## config.mk

```make
export PLATFORM = sky130hd
export DESIGN_NAME = multilevel_ready_queue_core_flat
export DESIGN_NICKNAME = d
export VERILOG_FILES = /design/src/rtl/mlrq_pkg.sv /design/src/rtl/mlrq_if.sv /design/src/rtl/mlrq_ram.sv /design/src/rtl/mlrq_datapath.sv /design/src/rtl/mlrq_ctrl.sv /design/src/rtl/multilevel_ready_queue_core.sv /design/src/flat_wrapper.sv
export SDC_FILE = /design/constraint.sdc
export NUM_CORES = 2
export LEC_CHECK = 0
export BUFFER_PORTS_ARGS = -buffer_cell sky130_fd_sc_hd__buf_2
export CORE_MARGIN = 3
export CORE_UTILIZATION = 60
export CTS_CLUSTER_DIAMETER = 200
export CTS_CLUSTER_SIZE = 12
export DETAILED_ROUTE_END_ITERATION = 7
export PLACE_DENSITY = 0.76
export SLEW_MARGIN = 10
export SYNTH_ARGS = -nofsm -noshare
export SYNTH_HDL_FRONTEND = slang
export SYNTH_SLANG_ARGS = --single-unit
```

## constraint.sdc

```tcl
create_clock -name clk_i -period 7.85 [get_ports clk_i]
set_input_delay 0.3925 -clock clk_i [delete_from_list [all_inputs] [get_ports clk_i]]
set_output_delay 0.3925 -clock clk_i [all_outputs]
set_load 0.005 [all_outputs]
```

## src/rtl/mlrq_pkg.sv

```systemverilog
// ----------------------------------------------------------------------------
// mlrq_pkg
// Shared types and constants of the multilevel ready queue.
// ----------------------------------------------------------------------------
package mlrq_pkg;

  localparam int unsigned LevelsDef     = 16;
  localparam int unsigned LevelDepthDef = 16;
  localparam int unsigned IdW           = 8;
  localparam int unsigned PrioW         = 4;
  localparam int unsigned QuantW        = 12;
  localparam int unsigned CfgW          = 8;
  localparam int unsigned CfgIdxW       = 1;
  localparam logic [QuantW-1:0] QuantMax = 12'hFFF;
  localparam logic [CfgW-1:0] QuantFirstRst = 8'd1;
  localparam logic [CfgW-1:0] QuantStepRst  = 8'd10;

  typedef enum logic [1:0] {
    KIND_ENQ    = 2'd0,
    KIND_DEQ    = 2'd1,
    KIND_REMOVE = 2'd2,
    KIND_PEEK   = 2'd3
  } kind_e;

  typedef enum logic [1:0] {
    ST_OK    = 2'd0,
    ST_EMPTY = 2'd1,
    ST_FULL  = 2'd2
  } status_e;

  typedef enum logic [CfgIdxW-1:0] {
    REG_QUANT_FIRST = 1'd0,
    REG_QUANT_STEP  = 1'd1
  } cfg_reg_e;

  typedef struct packed {
    logic [1:0]       kind;
    logic [IdW-1:0]   process_id;
    logic [PrioW-1:0] priority_req;
  } req_t;

  typedef struct packed {
    logic [1:0]        status;
    logic [IdW-1:0]    result_id;
    logic [QuantW-1:0] next_quantum;
    logic              all_empty;
  } rsp_t;

  // controller -> datapath
  typedef struct packed {
    logic load_req;   // capture request
    logic start_op;   // begin operation step
    logic scan_step;  // advance removal scan
    logic finish;     // build result
  } dp_cmd_t;

  // datapath -> controller
  typedef struct packed {
    logic simple_done;
    logic scan_done;
  } dp_sts_t;

endpackage

```

## src/rtl/mlrq_if.sv

```systemverilog
// ----------------------------------------------------------------------------
// mlrq_req_if / mlrq_rsp_if
// Valid/ready channels carrying requests and results.
// ----------------------------------------------------------------------------
interface mlrq_req_if;
  logic            valid;
  logic            ready;
  mlrq_pkg::req_t  data;
  modport source (output valid, output data, input ready);
  modport sink   (input valid, input data, output ready);
endinterface

interface mlrq_rsp_if;
  logic            valid;
  logic            ready;
  mlrq_pkg::rsp_t  data;
  modport source (output valid, output data, input ready);
  modport sink   (input valid, input data, output ready);
endinterface

```

## src/rtl/mlrq_ram.sv

```systemverilog
// ----------------------------------------------------------------------------
// mlrq_ram
// Generic single-port-write, single-port-read RAM with registered read.
// ----------------------------------------------------------------------------
module mlrq_ram #(
  parameter int unsigned Width = 8,
  parameter int unsigned Depth = 256
) (
  input  logic                     clk_i,
  input  logic                     we_i,
  input  logic [$clog2(Depth)-1:0] waddr_i,
  input  logic [Width-1:0]         wdata_i,
  input  logic [$clog2(Depth)-1:0] raddr_i,
  output logic [Width-1:0]         rdata_o
);
  logic [Width-1:0] mem_q [Depth];

  always_ff @(posedge clk_i) begin
    if (we_i) begin
      mem_q[waddr_i] <= wdata_i;
    end
    rdata_o <= mem_q[raddr_i];
  end
endmodule

```

## src/rtl/mlrq_datapath.sv

```systemverilog
// ----------------------------------------------------------------------------
// mlrq_datapath
// Per-level head/count registers, id store, removal scan and quantum.
// ----------------------------------------------------------------------------
module mlrq_datapath #(
  parameter int unsigned Levels     = mlrq_pkg::LevelsDef,
  parameter int unsigned LevelDepth = mlrq_pkg::LevelDepthDef
) (
  input  logic                            clk_i,
  input  logic                            rst_ni,
  input  mlrq_pkg::dp_cmd_t               cmd_i,
  output mlrq_pkg::dp_sts_t               sts_o,
  input  mlrq_pkg::req_t                  req_i,
  input  logic [mlrq_pkg::CfgW-1:0]       quant_first_i,
  input  logic [mlrq_pkg::CfgW-1:0]       quant_step_i,
  output mlrq_pkg::rsp_t                  rsp_o
);
  import mlrq_pkg::*;

  localparam int unsigned LvlW  = (Levels > 1) ? $clog2(Levels) : 1;
  localparam int unsigned PosW  = $clog2(LevelDepth);
  localparam int unsigned CntW  = $clog2(LevelDepth + 1);
  localparam int unsigned AddrW = $clog2(Levels * LevelDepth);
  localparam int unsigned LvlCW = $clog2(Levels + 1);

  logic [PosW-1:0] head_q [Levels];
  logic [CntW-1:0] count_q [Levels];

  req_t             req_q;
  logic [1:0]       status_q;
  logic [IdW-1:0]   rid_q;
  rsp_t             rsp_q;

  // scan state
  logic [LvlCW-1:0] sc_lvl_q;    // level under scan
  logic [CntW-1:0]  sc_k_q;      // offset being read
  logic             sc_found_q;  // match found in this level, shifting
  logic             sc_any_q;
  logic             sc_rd_q;     // read issued last cycle
  logic [CntW-1:0]  sc_rdk_q;    // offset of data returning

  // first non-empty level (priority search)
  logic             ne_any;
  logic [LvlW-1:0]  ne_lvl;
  always_comb begin
    ne_any = 1'b0;
    ne_lvl = '0;
    for (int i = Levels - 1; i >= 0; i--) begin
      if (count_q[i] != '0) begin
        ne_any = 1'b1;
        ne_lvl = LvlW'(i);
      end
    end
  end

  function automatic logic [PosW-1:0] wrap(input logic [PosW-1:0] h,
                                           input logic [CntW-1:0] off);
    logic [CntW:0] s;
    s = {1'b0, (CntW)'(h)} + {1'b0, off};
    if (s >= (CntW+1)'(LevelDepth)) s = s - (CntW+1)'(LevelDepth);
    return s[PosW-1:0];
  endfunction

  function automatic logic [AddrW-1:0] addr_of(input logic [LvlW-1:0] l,
                                               input logic [PosW-1:0] p);
    return AddrW'(l) * AddrW'(LevelDepth) + AddrW'(p);
  endfunction

  logic             ram_we;
  logic [AddrW-1:0] ram_waddr, ram_raddr;
  logic [IdW-1:0]   ram_wdata, ram_rdata;

  mlrq_ram #(.Width(IdW), .Depth(Levels * LevelDepth)) u_ram (
    .clk_i   (clk_i),
    .we_i    (ram_we),
    .waddr_i (ram_waddr),
    .wdata_i (ram_wdata),
    .raddr_i (ram_raddr),
    .rdata_o (ram_rdata)
  );

  logic [LvlW-1:0] sc_l;
  logic [LvlW-1:0] enq_l;
  logic            enq_ok;
  logic [CntW-1:0] sc_n;
  logic            sc_lvl_end;
  logic            last_lvl;
  assign sc_l   = sc_lvl_q[LvlW-1:0];
  assign enq_l  = LvlW'(req_q.priority_req);
  assign enq_ok = (32'(req_q.priority_req) < Levels) && (count_q[enq_l] != CntW'(LevelDepth));
  assign sc_n   = count_q[sc_l];
  assign last_lvl = (sc_lvl_q == LvlCW'(Levels - 1));

  // a level ends once the data of its last offset returned (or it is empty)
  assign sc_lvl_end = (sc_n == '0) ||
                      (sc_rd_q && (sc_rdk_q == sc_n - CntW'(1)));

  assign sts_o.simple_done = 1'b1;
  assign sts_o.scan_done   = sc_lvl_end && last_lvl;

  // memory access
  always_comb begin
    ram_we    = 1'b0;
    ram_waddr = addr_of(enq_l, wrap(head_q[enq_l], count_q[enq_l]));
    ram_wdata = req_q.process_id;
    ram_raddr = addr_of(ne_lvl, head_q[ne_lvl]);
    if (cmd_i.start_op && req_q.kind == KIND_ENQ && enq_ok) begin
      ram_we = 1'b1;
    end
    if (cmd_i.scan_step) begin
      ram_raddr = addr_of(sc_l, wrap(head_q[sc_l], sc_k_q));
      // shifting: slot k-1 takes data from slot k
      if (sc_found_q && sc_rd_q) begin
        ram_we    = 1'b1;
        ram_waddr = addr_of(sc_l, wrap(head_q[sc_l], sc_rdk_q - CntW'(1)));
        ram_wdata = ram_rdata;
      end
    end
  end

  // quantum of first non-empty level
  logic [LvlW+CfgW-1:0] qprod;
  logic [QuantW-1:0]    quant;
  assign qprod = (LvlW+CfgW)'(ne_lvl) * (LvlW+CfgW)'(quant_step_i);
  always_comb begin
    if (!ne_any)             quant = '0;
    else if (ne_lvl == '0)   quant = QuantW'(quant_first_i);
    else if ((LvlW+CfgW) > QuantW && (qprod >> QuantW) != '0) quant = QuantMax;
    else                     quant = QuantW'(qprod);
  end

  always_ff @(posedge clk_i or negedge rst_ni) begin
    if (!rst_ni) begin
      for (int i = 0; i < Levels; i++) begin
        head_q[i]  <= '0;
        count_q[i] <= '0;
      end
      sc_lvl_q   <= '0;
      sc_k_q     <= '0;
      sc_found_q <= 1'b0;
      sc_any_q   <= 1'b0;
      sc_rd_q    <= 1'b0;
      sc_rdk_q   <= '0;
      status_q   <= ST_OK;
      rid_q      <= '0;
    end else begin
      if (cmd_i.load_req) begin
        sc_lvl_q   <= '0;
        sc_k_q     <= '0;
        sc_found_q <= 1'b0;
        sc_any_q   <= 1'b0;
        sc_rd_q    <= 1'b0;
      end
      if (cmd_i.start_op) begin
        status_q <= ST_OK;
        rid_q    <= '0;
        unique case (kind_e'(req_q.kind))
          KIND_ENQ: begin
            if (enq_ok) count_q[enq_l] <= count_q[enq_l] + CntW'(1);
            else        status_q <= ST_FULL;
          end
          KIND_DEQ, KIND_PEEK: begin
            // head read was issued in the read state; data is captured here and used at finish
            if (!ne_any) status_q <= ST_EMPTY;
            else if (req_q.kind == KIND_DEQ) begin
              head_q[ne_lvl]  <= wrap(head_q[ne_lvl], CntW'(1));
              count_q[ne_lvl] <= count_q[ne_lvl] - CntW'(1);
            end
          end
          KIND_REMOVE: ;
          default: ;
        endcase
      end
      if (cmd_i.scan_step) begin
        if (sc_lvl_end) begin
          if (sc_found_q || (sc_rd_q && ram_rdata == req_q.process_id && sc_n != '0)) begin
            count_q[sc_l] <= sc_n - CntW'(1);
            sc_any_q <= 1'b1;
          end
          sc_lvl_q   <= sc_lvl_q + LvlCW'(1);
          sc_k_q     <= '0;
          sc_found_q <= 1'b0;
          sc_rd_q    <= 1'b0;
        end else begin
          if (sc_rd_q && !sc_found_q && ram_rdata == req_q.process_id) begin
            sc_found_q <= 1'b1;
          end
          if (sc_k_q < sc_n) begin
            sc_rd_q  <= 1'b1;
            sc_rdk_q <= sc_k_q;
            sc_k_q   <= sc_k_q + CntW'(1);
          end else begin
            sc_rd_q  <= 1'b0;
          end
        end
      end
      if (cmd_i.finish && req_q.kind == KIND_REMOVE) begin
        status_q <= sc_any_q ? ST_OK : ST_EMPTY;
        rid_q    <= sc_any_q ? req_q.process_id : '0;
      end
    end
  end

  // request capture and result build
  logic peek_vld_q;
  logic [IdW-1:0] head_id_q;
  always_ff @(posedge clk_i) begin
    if (cmd_i.load_req) req_q <= req_i;
    // head id read issued in the read state via ram_raddr default
    if (cmd_i.start_op) begin
      head_id_q  <= ram_rdata;
      peek_vld_q <= ne_any && (req_q.kind == KIND_DEQ || req_q.kind == KIND_PEEK);
    end
    if (cmd_i.finish) begin
      rsp_q.next_quantum <= quant;
      rsp_q.all_empty    <= !ne_any;
      if (req_q.kind == KIND_REMOVE) begin
        rsp_q.status    <= sc_any_q ? ST_OK : ST_EMPTY;
        rsp_q.result_id <= sc_any_q ? req_q.process_id : '0;
      end else begin
        rsp_q.status    <= status_q;
        rsp_q.result_id <= peek_vld_q ? head_id_q : rid_q;
      end
    end
  end
  assign rsp_o = rsp_q;

endmodule

```

## src/rtl/mlrq_ctrl.sv

```systemverilog
// ----------------------------------------------------------------------------
// mlrq_ctrl
// Sequencer: capture, read head, operate, scan for removal, respond.
// ----------------------------------------------------------------------------
module mlrq_ctrl (
  input  logic              clk_i,
  input  logic              rst_ni,
  input  logic              in_valid_i,
  output logic              in_ready_o,
  input  logic [1:0]        kind_i,
  output logic              out_valid_o,
  input  logic              out_ready_i,
  output mlrq_pkg::dp_cmd_t cmd_o,
  input  mlrq_pkg::dp_sts_t sts_i
);
  import mlrq_pkg::*;

  typedef enum logic [5:0] {
    S_IDLE  = 6'b000001,
    S_READ  = 6'b000010,
    S_OP    = 6'b000100,
    S_SCAN  = 6'b001000,
    S_FIN   = 6'b010000,
    S_OUT   = 6'b100000
  } state_e;

  state_e state_q, state_d;
  logic   is_rem_q;

  assign in_ready_o  = (state_q == S_IDLE);
  assign out_valid_o = (state_q == S_OUT);

  always_comb begin
    state_d = state_q;
    cmd_o   = '0;
    unique case (state_q)
      S_IDLE: if (in_valid_i) begin
        cmd_o.load_req = 1'b1;
        state_d = S_READ;
      end
      S_READ: state_d = S_OP;   // head read in flight
      S_OP: begin
        cmd_o.start_op = 1'b1;
        state_d = is_rem_q ? S_SCAN : S_FIN;
      end
      S_SCAN: begin
        cmd_o.scan_step = 1'b1;
        if (sts_i.scan_done) state_d = S_FIN;
      end
      S_FIN: begin
        cmd_o.finish = 1'b1;
        if (sts_i.simple_done) state_d = S_OUT;
      end
      S_OUT: if (out_ready_i) state_d = S_IDLE;
      default: state_d = S_IDLE;
    endcase
  end

  always_ff @(posedge clk_i or negedge rst_ni) begin
    if (!rst_ni) begin
      state_q  <= S_IDLE;
      is_rem_q <= 1'b0;
    end else begin
      state_q <= state_d;
      if (cmd_o.load_req) is_rem_q <= (kind_i == KIND_REMOVE);
    end
  end
endmodule

```

## src/rtl/multilevel_ready_queue_core.sv

```systemverilog
// ----------------------------------------------------------------------------
// multilevel_ready_queue_core
// Priority ready queue, one FIFO of ids per level, level 0 first.
// ----------------------------------------------------------------------------
// Usage: requests (kind, process_id, priority_req) arrive on req with a
// valid/ready handshake; one result (status, result_id, next_quantum,
// all_empty) leaves on rsp per request. One item is in work at a time.
// Enqueue, dequeue and peek pass through the read, operate and finish
// states from accept to result valid; the block returns to idle only
// once the result is taken, so a new request waits for it. Remove walks
// every level through the single id RAM read port, one entry a cycle,
// with one more scan step at the end of each level.
// The quantum registers are written through cfg_we_i / cfg_idx_i / cfg_data_i;
// the user must do so only while the block is idle; the block does not enforce it.
// Reset empties all levels and restores the quantum defaults; the id RAM
// itself is not cleared. A stalled result holds on rsp and no new request
// is accepted until it is taken.
// ----------------------------------------------------------------------------
module multilevel_ready_queue_core #(
  parameter int unsigned Levels     = mlrq_pkg::LevelsDef,
  parameter int unsigned LevelDepth = mlrq_pkg::LevelDepthDef
) (
  input  logic                          clk_i,
  input  logic                          rst_ni,
  mlrq_req_if.sink                      req,
  mlrq_rsp_if.source                    rsp,
  input  logic                          cfg_we_i,
  input  logic [mlrq_pkg::CfgIdxW-1:0]  cfg_idx_i,
  input  logic [mlrq_pkg::CfgW-1:0]     cfg_data_i
);
  import mlrq_pkg::*;

  logic [CfgW-1:0] quant_first_q, quant_step_q;
  dp_cmd_t cmd;
  dp_sts_t sts;

  always_ff @(posedge clk_i or negedge rst_ni) begin
    if (!rst_ni) begin
      quant_first_q <= QuantFirstRst;
      quant_step_q  <= QuantStepRst;
    end else if (cfg_we_i) begin
      unique case (cfg_reg_e'(cfg_idx_i))
        REG_QUANT_FIRST: quant_first_q <= cfg_data_i;
        REG_QUANT_STEP:  quant_step_q  <= cfg_data_i;
        default: ;
      endcase
    end
  end

  mlrq_ctrl u_ctrl (
    .clk_i       (clk_i),
    .rst_ni      (rst_ni),
    .in_valid_i  (req.valid),
    .in_ready_o  (req.ready),
    .kind_i      (req.data.kind),
    .out_valid_o (rsp.valid),
    .out_ready_i (rsp.ready),
    .cmd_o       (cmd),
    .sts_i       (sts)
  );

  mlrq_datapath #(.Levels(Levels), .LevelDepth(LevelDepth)) u_dp (
    .clk_i         (clk_i),
    .rst_ni        (rst_ni),
    .cmd_i         (cmd),
    .sts_o         (sts),
    .req_i         (req.data),
    .quant_first_i (quant_first_q),
    .quant_step_i  (quant_step_q),
    .rsp_o         (rsp.data)
  );
endmodule

```

## src/flat_wrapper.sv

```systemverilog
// flat-port wrapper written by rule: the top's interface ports become plain ports
module multilevel_ready_queue_core_flat import mlrq_pkg::*;
#(
  parameter int unsigned Levels     = mlrq_pkg::LevelsDef,
  parameter int unsigned LevelDepth = mlrq_pkg::LevelDepthDef
)
  (clk_i, rst_ni, cfg_we_i, cfg_idx_i, cfg_data_i, req_valid, req_data, req_ready, rsp_valid, rsp_data, rsp_ready);
  mlrq_req_if req_i ();
  mlrq_rsp_if rsp_i ();
  input  logic clk_i;
  input  logic rst_ni;
  input  logic cfg_we_i;
  input  logic [mlrq_pkg::CfgIdxW-1:0] cfg_idx_i;
  input  logic [mlrq_pkg::CfgW-1:0] cfg_data_i;
  input wire logic [$bits(req_i.valid)-1:0] req_valid;
  input wire logic [$bits(req_i.data)-1:0] req_data;
  output wire logic [$bits(req_i.ready)-1:0] req_ready;
  output wire logic [$bits(rsp_i.valid)-1:0] rsp_valid;
  output wire logic [$bits(rsp_i.data)-1:0] rsp_data;
  input wire logic [$bits(rsp_i.ready)-1:0] rsp_ready;
  assign req_i.valid = req_valid;
  assign req_i.data = req_data;
  assign req_ready = req_i.ready;
  assign rsp_valid = rsp_i.valid;
  assign rsp_data = rsp_i.data;
  assign rsp_i.ready = rsp_ready;
  multilevel_ready_queue_core #(.Levels(Levels), .LevelDepth(LevelDepth)) u_core (.clk_i(clk_i), .rst_ni(rst_ni), .req(req_i), .rsp(rsp_i), .cfg_we_i(cfg_we_i), .cfg_idx_i(cfg_idx_i), .cfg_data_i(cfg_data_i));
endmodule
```

# Word level (Yosys, flattened, before mapping)

Memories as Yosys holds them, arrays and structs flattened. A register that Yosys moved wholly into a read port is not among the register bits.
Index checks and enable logic that the tools add are counted.

Flip-flop bits (word level): 241
Word-level logic and storage cells: 288
Memories kept: 1
Output and inout port bits: 25
RAM bits: 2048

Memories:

| name                    | depth | bits a word | rd ports | clocked after Yosys merged registers in | write ports | RTL line       | RTL |
|---|---|---|---|---|---|---|---|
| u_core.u_dp.u_ram.mem_q | 256   | 8           | 1        | 1                                       | 1           | mlrq_ram.sv:16 | `logic [Width-1:0] mem_q [Depth];` |

$lt $le $gt $ge: 11
Bitwise operators: 6
$add $sub $neg: 18
Multipliers: 1
Equality and inequality tests: 17
Reduce and logical (&&, ||, !) cells: 48
Muxes and demuxes: 132

Operators with widths:

| cell                                                              | count |
|---|---|
| 2-to-1 mux 80 bit                                                 | 7 |
| bitwise mux 80 bit                                                | 3 |
| one-hot mux 80 bit (2 select lines)                               | 1 |
| 2-to-1 mux 4 bit                                                  | 34 |
| 2-to-1 mux 5 bit                                                  | 17 |
| nonzero test 5 bit                                                | 17 |
| 2-to-1 mux 8 bit                                                  | 10 |
| bitwise mux 64 bit                                                | 1 |
| binary-select mux 5 bit (select 4 bit)                            | 3 |
| demux 5 bit (select 4 bit)                                        | 3 |
| binary-select mux 4 bit (select 4 bit)                            | 3 |
| 2-to-1 mux 1 bit                                                  | 40 |
| one-hot mux 6 bit (6 select lines)                                | 1 |
| adder 8 x 4 -> 8 bit                                              | 4 |
| greater-or-equal comparator 5 bit, second input constant          | 4 |
| adder 4 x 5 -> 6 bit                                              | 3 |
| greater-or-equal comparator 6 x 5 -> 1 bit, second input constant | 3 |
| 2-to-1 mux 6 bit                                                  | 3 |
| demux 4 bit (select 4 bit)                                        | 1 |
| subtractor 4 x 1 -> 4 bit, second input constant                  | 4 |
| adder 5 x 1 -> 5 bit, second input constant                       | 3 |
| less-than comparator 5 x 1 -> 1 bit, second input constant        | 3 |
| NOT 4 -> 5 bit                                                    | 3 |
| subtractor 5 x 1 -> 5 bit, second input constant                  | 3 |
| 32 further kinds                                                  | 59 |

# Longest topological paths before layout

Depth in word-level cells: 31
Gate-level depth with buffers: 25

# Hierarchy

From an unflattened synthesis, not the netlist that was laid out.

Cell total of the unflattened synthesis: 5533
Area, all modules: 97288.3 um^2

Modules (own cells, without submodules):

| module                      | cells each | times used | area each (um^2) |
|---|---|---|---|
| mlrq_ram                    | 3733       | 1          | 79556.3 |
| mlrq_datapath               | 1724       | 1          | 16657.2 |
| multilevel_ready_queue_core | 35         | 1          | 645.6 |
| mlrq_ctrl                   | 41         | 1          | 429.2 |

# Worst setup path after synthesis

OpenSTA, ideal clock, no wires.

Kind: flip-flop to flip-flop
Start point: reg u_core.u_dp.sc_lvl_q[1]
End point: reg u_core.u_dp.u_ram.rdata_o[0], read port of u_core.u_dp.u_ram.mem_q
Period minus slack after synthesis: 6.408 ns
Buffers on the path: 10
Cell stages (with the launch flop): 23
Data arrival time: 6.266 ns
Path slack: 1.442 ns
Setup time: 0.142 ns
Path through: dfrtp_1 -> clkbuf_1 -> clkbuf_1 -> clkbuf_1 -> buf_1 -> clkbuf_1 -> mux4_2 -> mux4_2 -> ha_1 -> inv_1 -> fa_1 -> nand2_1 -> o41a_1 -> buf_6 -> buf_2 -> buf_2 -> buf_2 -> buf_2 -> mux4_2 -> a221oi_1 -> o22ai_1 -> o31ai_1 -> o2111ai_1

Cells in the longest elaborated chain, start to end: 10
Elaborated cells on any way between the ends: 11
Classes of those cells: 3 x add/sub; 1 x order compare; 6 x mux; 1 x bitwise

RTL lines:

| item                                                                                    | RTL line             | RTL |
|---|---|---|
| start, declared                                                                         | mlrq_datapath.sv:35  | `logic [LvlCW-1:0] sc_lvl_q;` |
| start signal, assigned                                                                  | mlrq_datapath.sv:180 | `sc_lvl_q <= sc_lvl_q + LvlCW'(1);` |
| NOT 4 -> 5 bit (implied by the code)                                                    | mlrq_datapath.sv:111 | `ram_raddr = addr_of(sc_l, wrap(head_q[sc_l], sc_k_q));` |
| binary-select mux 4 bit (select 4 bit)                                                  | mlrq_datapath.sv:111 |  |
| 2-to-1 mux 4 bit (implied by the code) (2 in series)                                    | mlrq_datapath.sv:111 |  |
| adder 4 x 5 -> 6 bit                                                                    | mlrq_datapath.sv:59  | `s = {1'b0, (CntW)'(h)} + {1'b0, off};` |
| greater-or-equal comparator 6 x 5 -> 1 bit or subtractor 4 x 1 -> 4 bit (tied branches) | mlrq_datapath.sv:60  | `if (s >= (CntW+1)'(LevelDepth)) s = s - (CntW+1)'(LevelDepth);` |
| 2-to-1 mux 4 bit                                                                        | mlrq_datapath.sv:60  |  |
| 2-to-1 mux 4 bit                                                                        | mlrq_datapath.sv:110 | `if (cmd_i.scan_step) begin` |
| adder 8 x 4 -> 8 bit *                                                                  | mlrq_datapath.sv:66  | `return AddrW'(l) * AddrW'(LevelDepth) + AddrW'(p);` |
| 2-to-1 mux 8 bit *                                                                      | mlrq_datapath.sv:110 |  |
| end, declared                                                                           | mlrq_ram.sv:14       | `output logic [Width-1:0] rdata_o` |

Mark *: on every way between the ends. The rest lies on a longest branch, timed or not. The select of a mux whose other input is x is not followed.
A chain may end at the register's enable or synchronous reset.

# Final worst setup path

Start point: reg u_core.u_dp.count_q[17] in the netlist's numbering
End point: reg u_core.u_dp.u_ram.rdata_o[2], read port of u_core.u_dp.u_ram.mem_q

Cells in the longest elaborated chain, start to end: 20

RTL lines:

| item                                                 | RTL line             | RTL |
|---|---|---|
| start, declared                                      | mlrq_datapath.sv:27  | `logic [CntW-1:0] count_q [Levels];` |
| start signal, assigned by index                      | mlrq_datapath.sv:159 | `if (enq_ok) count_q[enq_l] <= count_q[enq_l] + CntW'(1);` |
| start signal, assigned by index                      | mlrq_datapath.sv:167 | `count_q[ne_lvl] <= count_q[ne_lvl] - CntW'(1);` |
| start signal, assigned by index                      | mlrq_datapath.sv:177 | `count_q[sc_l] <= sc_n - CntW'(1);` |
| nonzero test 5 bit *                                 | mlrq_datapath.sv:49  | `if (count_q[i] != '0) begin` |
| 2-to-1 mux 4 bit * (13 in series)                    | mlrq_datapath.sv:49  |  |
| NOT 4 -> 5 bit (implied by the code)                 | mlrq_datapath.sv:106 | `ram_raddr = addr_of(ne_lvl, head_q[ne_lvl]);` |
| binary-select mux 4 bit (select 4 bit)               | mlrq_datapath.sv:106 |  |
| 2-to-1 mux 4 bit (implied by the code) (2 in series) | mlrq_datapath.sv:106 |  |
| adder 8 x 4 -> 8 bit *                               | mlrq_datapath.sv:66  |  |
| 2-to-1 mux 8 bit *                                   | mlrq_datapath.sv:110 |  |

Marked as above.

==> run_results.csv <==
group,metric,value,unit
sta,finClkSkew,0.0486,ns
sta,slew_headroom,0.0394,
sta,hold_slack,0.0573,ns
flow_run,cap_violations,0,
routing,drt-pass1-iter-count,8,
global_routing,antenna_found_initial,19,
floorplan,dieArea,171000,um^2
clock_network,cts-root-buf,"clkbuf_16",
status,violations,"design-rule violations",
sta,setup_viol_count_final,0,
floorplan,coreArea,165000,um^2
critical_path,critical_path_arrival,8.21,ns
floorplan,start_util,0.604,
synthesis,yosysTopAreaCellShare,0.630,
routing,via_per_inst,7.08,
placement,place_congestion,1.00,
routing,ant_nets,0,
routing,drc,1,
synthesis,synth_fp_nets,7884,
placement,io_buffers,52,
critical_path,startpoint_type,"register",
min_path,min_path_type,"in2async",
clock_network,cts_tree,"yes",
synthesis,synth_common_cells,"edfxtp_1 (2094), nand2_1 (1724), nand3_1 (523)",
synthesis,syn_area,99800,um^2
critical_path,critPathKind,"reg2reg",
sta,fin_crit,7.53,ns
clock_network,cts_buffer_depth,3,
synthesis,synth-seq-area-share,0.681,
layout,synthToLayoutAreaGrowth,9.55,%
synthesis,netlist_top_cells_area,"edfxtp_1 (63%), nand2_1 (6.5%), dfrtp_1 (4.8%), mux2i_1 (3.6%), nand3_1 (2.6%)",
synthesis,synth_area_leader_cell,"edfxtp_1",
sta,rsz0062_at_grt,"no",
synthesis,async_flop_share,0.0849,
critical_path,cp-end-kind,"register",
floorplan,rows,149,
clock_network,postCtsHoldBufs,26,
placement,pre_cts_ws,0.718,ns
synthesis,syn_avg_cell_area,12.8,um^2
global_routing,grt_max_degree,217,
sta,fmax,0.133,GHz
synthesis,synth_flop_cell,"edfxtp_1",
sta,min_period_over_period,0.959,
sta,fin_tns_setup,0,ns
routing,drtIter0Drc,12900,
sta,max_slew.worst_pin.slew,1.43,ns
clock_network,clkLatencyLatePin,0.87,ns
placement,dp_hpwl,210000,um
floorplan,die_y,414,um
routing,wl_per_cell,33.6,um
clock_network,cts.sinks,2297,
global_routing,overflow,0,
routing,drt_wl_total,340000,um
clock_network,clk_pin_slew,0.07,ns
sta,worst_slack,0.319,ns
routing,via_count,71700,
status,run_status,"complete, but fails checks",
global_routing,grt_pass1_wl,483000,um
floorplan,dieWidth,414,um
synthesis,synth_edf_count,2094,
synthesis,synth.most_common_cell,"edfxtp_1",
critical_path,required,8.53,ns
layout,fill_cells,11500,
global_routing,grt_pass1_vias,67300,
critical_path,crit_fanout,17,
clock_network,cts_buffers,209,
layout,drive_gt1_frac,0.104,
sta,hold_viol,0,
layout,nNetsFinal,7915,
clock_network,htree_levels,4,
synthesis,synth.distinct_cells,99,
global_routing,grt_usage,0.394,
synthesis,ys_seq_elements,2297,
clock_network,cts-resized-gates,0,
floorplan,io_pins,53,
synthesis,synth_cells,7800,
synthesis,yosys_warnings,0,
clock_network,post_cts_buffers,0,
sta,drv_slew,0,
## placed cells by master (no fill, tap or decap), drive strengths merged, types with 182 or more instances in the layout
cell    netlist  final
dfrtp       191    191
buf         275    299
clkbuf      231    287
nor2        509    509
a21oi       282    282
o21ai       182    182
nand3       524    524
nand2      1724   1724
edfxtp     2094   2094
mux2i       356    356
## worst paths after layout
kind | start | to | slack [ns] | cells after the start
min in group clk_i | cfg_idx_i | u_core.quant_first_q[1] | 0.11 | 3
max reg2reg | u_core.u_dp.count_q[17] | u_core.u_dp.u_ram.rdata_o[2] | 0.32 | 16
min | rst_ni | u_core.u_dp.count_q[63] | 0.06 | 2
max in group asynchronous | rst_ni | u_core.quant_step_q[7] | 6.23 | 3
min reg2reg | u_core.u_dp.status_q[0] | u_core.u_dp.status_q[0] | 0.50 | 2
max | u_core.u_dp.count_q[17] | u_core.u_dp.u_ram.rdata_o[2] | 0.32 | 16
## state kept, by name, indices dropped and copies added (netlist names), 2 cells and up
register,count
u_core.u_dp.u_ram.rdata_o,8
u_core.u_dp.sc_lvl_q,5
u_core.u_dp.enq_l,4
u_core.u_dp.status_q,2
u_core.u_dp.head_q,64
u_core.u_dp.rid_q,8
u_core.u_dp.head_id_q,8
u_core.u_ctrl.state_q,6
u_core.u_dp.req_q,10
u_core.u_dp.sc_k_q,5
u_core.u_dp.rsp_o,23
u_core.u_dp.count_q,80
u_core.u_dp.u_ram.mem_q,2048
u_core.quant_step_q,8
u_core.quant_first_q,8
u_core.u_dp.sc_rdk_q,5
## critical path, stage by stage, from the launching register on
cell and delay [ns]:
dfrtp_1 0.45, nor4_1 0.55, nand2_1 0.16, a211oi_1 0.48
a21o_1 0.55, nand3_2 0.47, and3_1 0.35, o41a_1 0.42
a211oi_2 0.64, a21o_2 0.81, nor2_2 0.21, buf_4 0.31
nand3_1 0.17, a31oi_1 0.19, a311oi_1 0.97, a41o_1 0.45
nand4_1 0.12
## cells by family (layout without fill, tap and decap cells)
kind of cell | Yosys count | after routing | synth area share
and+or+nand+nor | 3099 | 3099 | 0.133
DFF | 2297 | 2297 | 0.681
AOI/OAI and AO/OA | 1159 | 1159 | 0.0783
buffers and inverters | 590 | 710 | 0.0258
muxes | 553 | 553 | 0.0698
adders and majority gates | 56 | 56 | 0.00815
xor gates and xnor gates | 46 | 46 | 0.00404
other | 0 | 17 | 0
## metrics by stage
stage,util,std cells,cell area (um^2)
2_1_floorplan,-,7800,99800
3_3_place_gp,0.625,9783,103000
3_5_place_dp,0.625,9783,103000
4_1_cts,0.662,10100,109000
5_1_grt,0.662,10100,109000
6_report,0.662,10100,109000
## layout make-up
| cell class | instances | area, um^2 | area share |
|---|---|---|---|
| well taps | 2189 | 2740 | 0.0250 |
| inverters | 84 | 315 | 0.00288 |
| clock buffers | 286 | 5560 | 0.0509 |
| multi-input cells | 4913 | 29600 | 0.271 |
| clock inverters | 14 | 238 | 0.00217 |
| flip-flops and latches | 2297 | 67900 | 0.621 |
| diodes | 17 | 42.5 | 0.000389 |
| repair buffers | 326 | 2880 | 0.0263 |
## metal layers
layer	share of wire	global-route usage	vias up
met5	0.00072	0.00690	-
met4	0.062	0.201	13
met3	0.15	0.133	1248
met2	0.44	0.577	6379
met1	0.34	0.526	34900
li1	-	-	29200
Power is left out: the tool's default activity adds up to more than one toggle a clock period on the data nets, which glitch-free logic cannot reach.
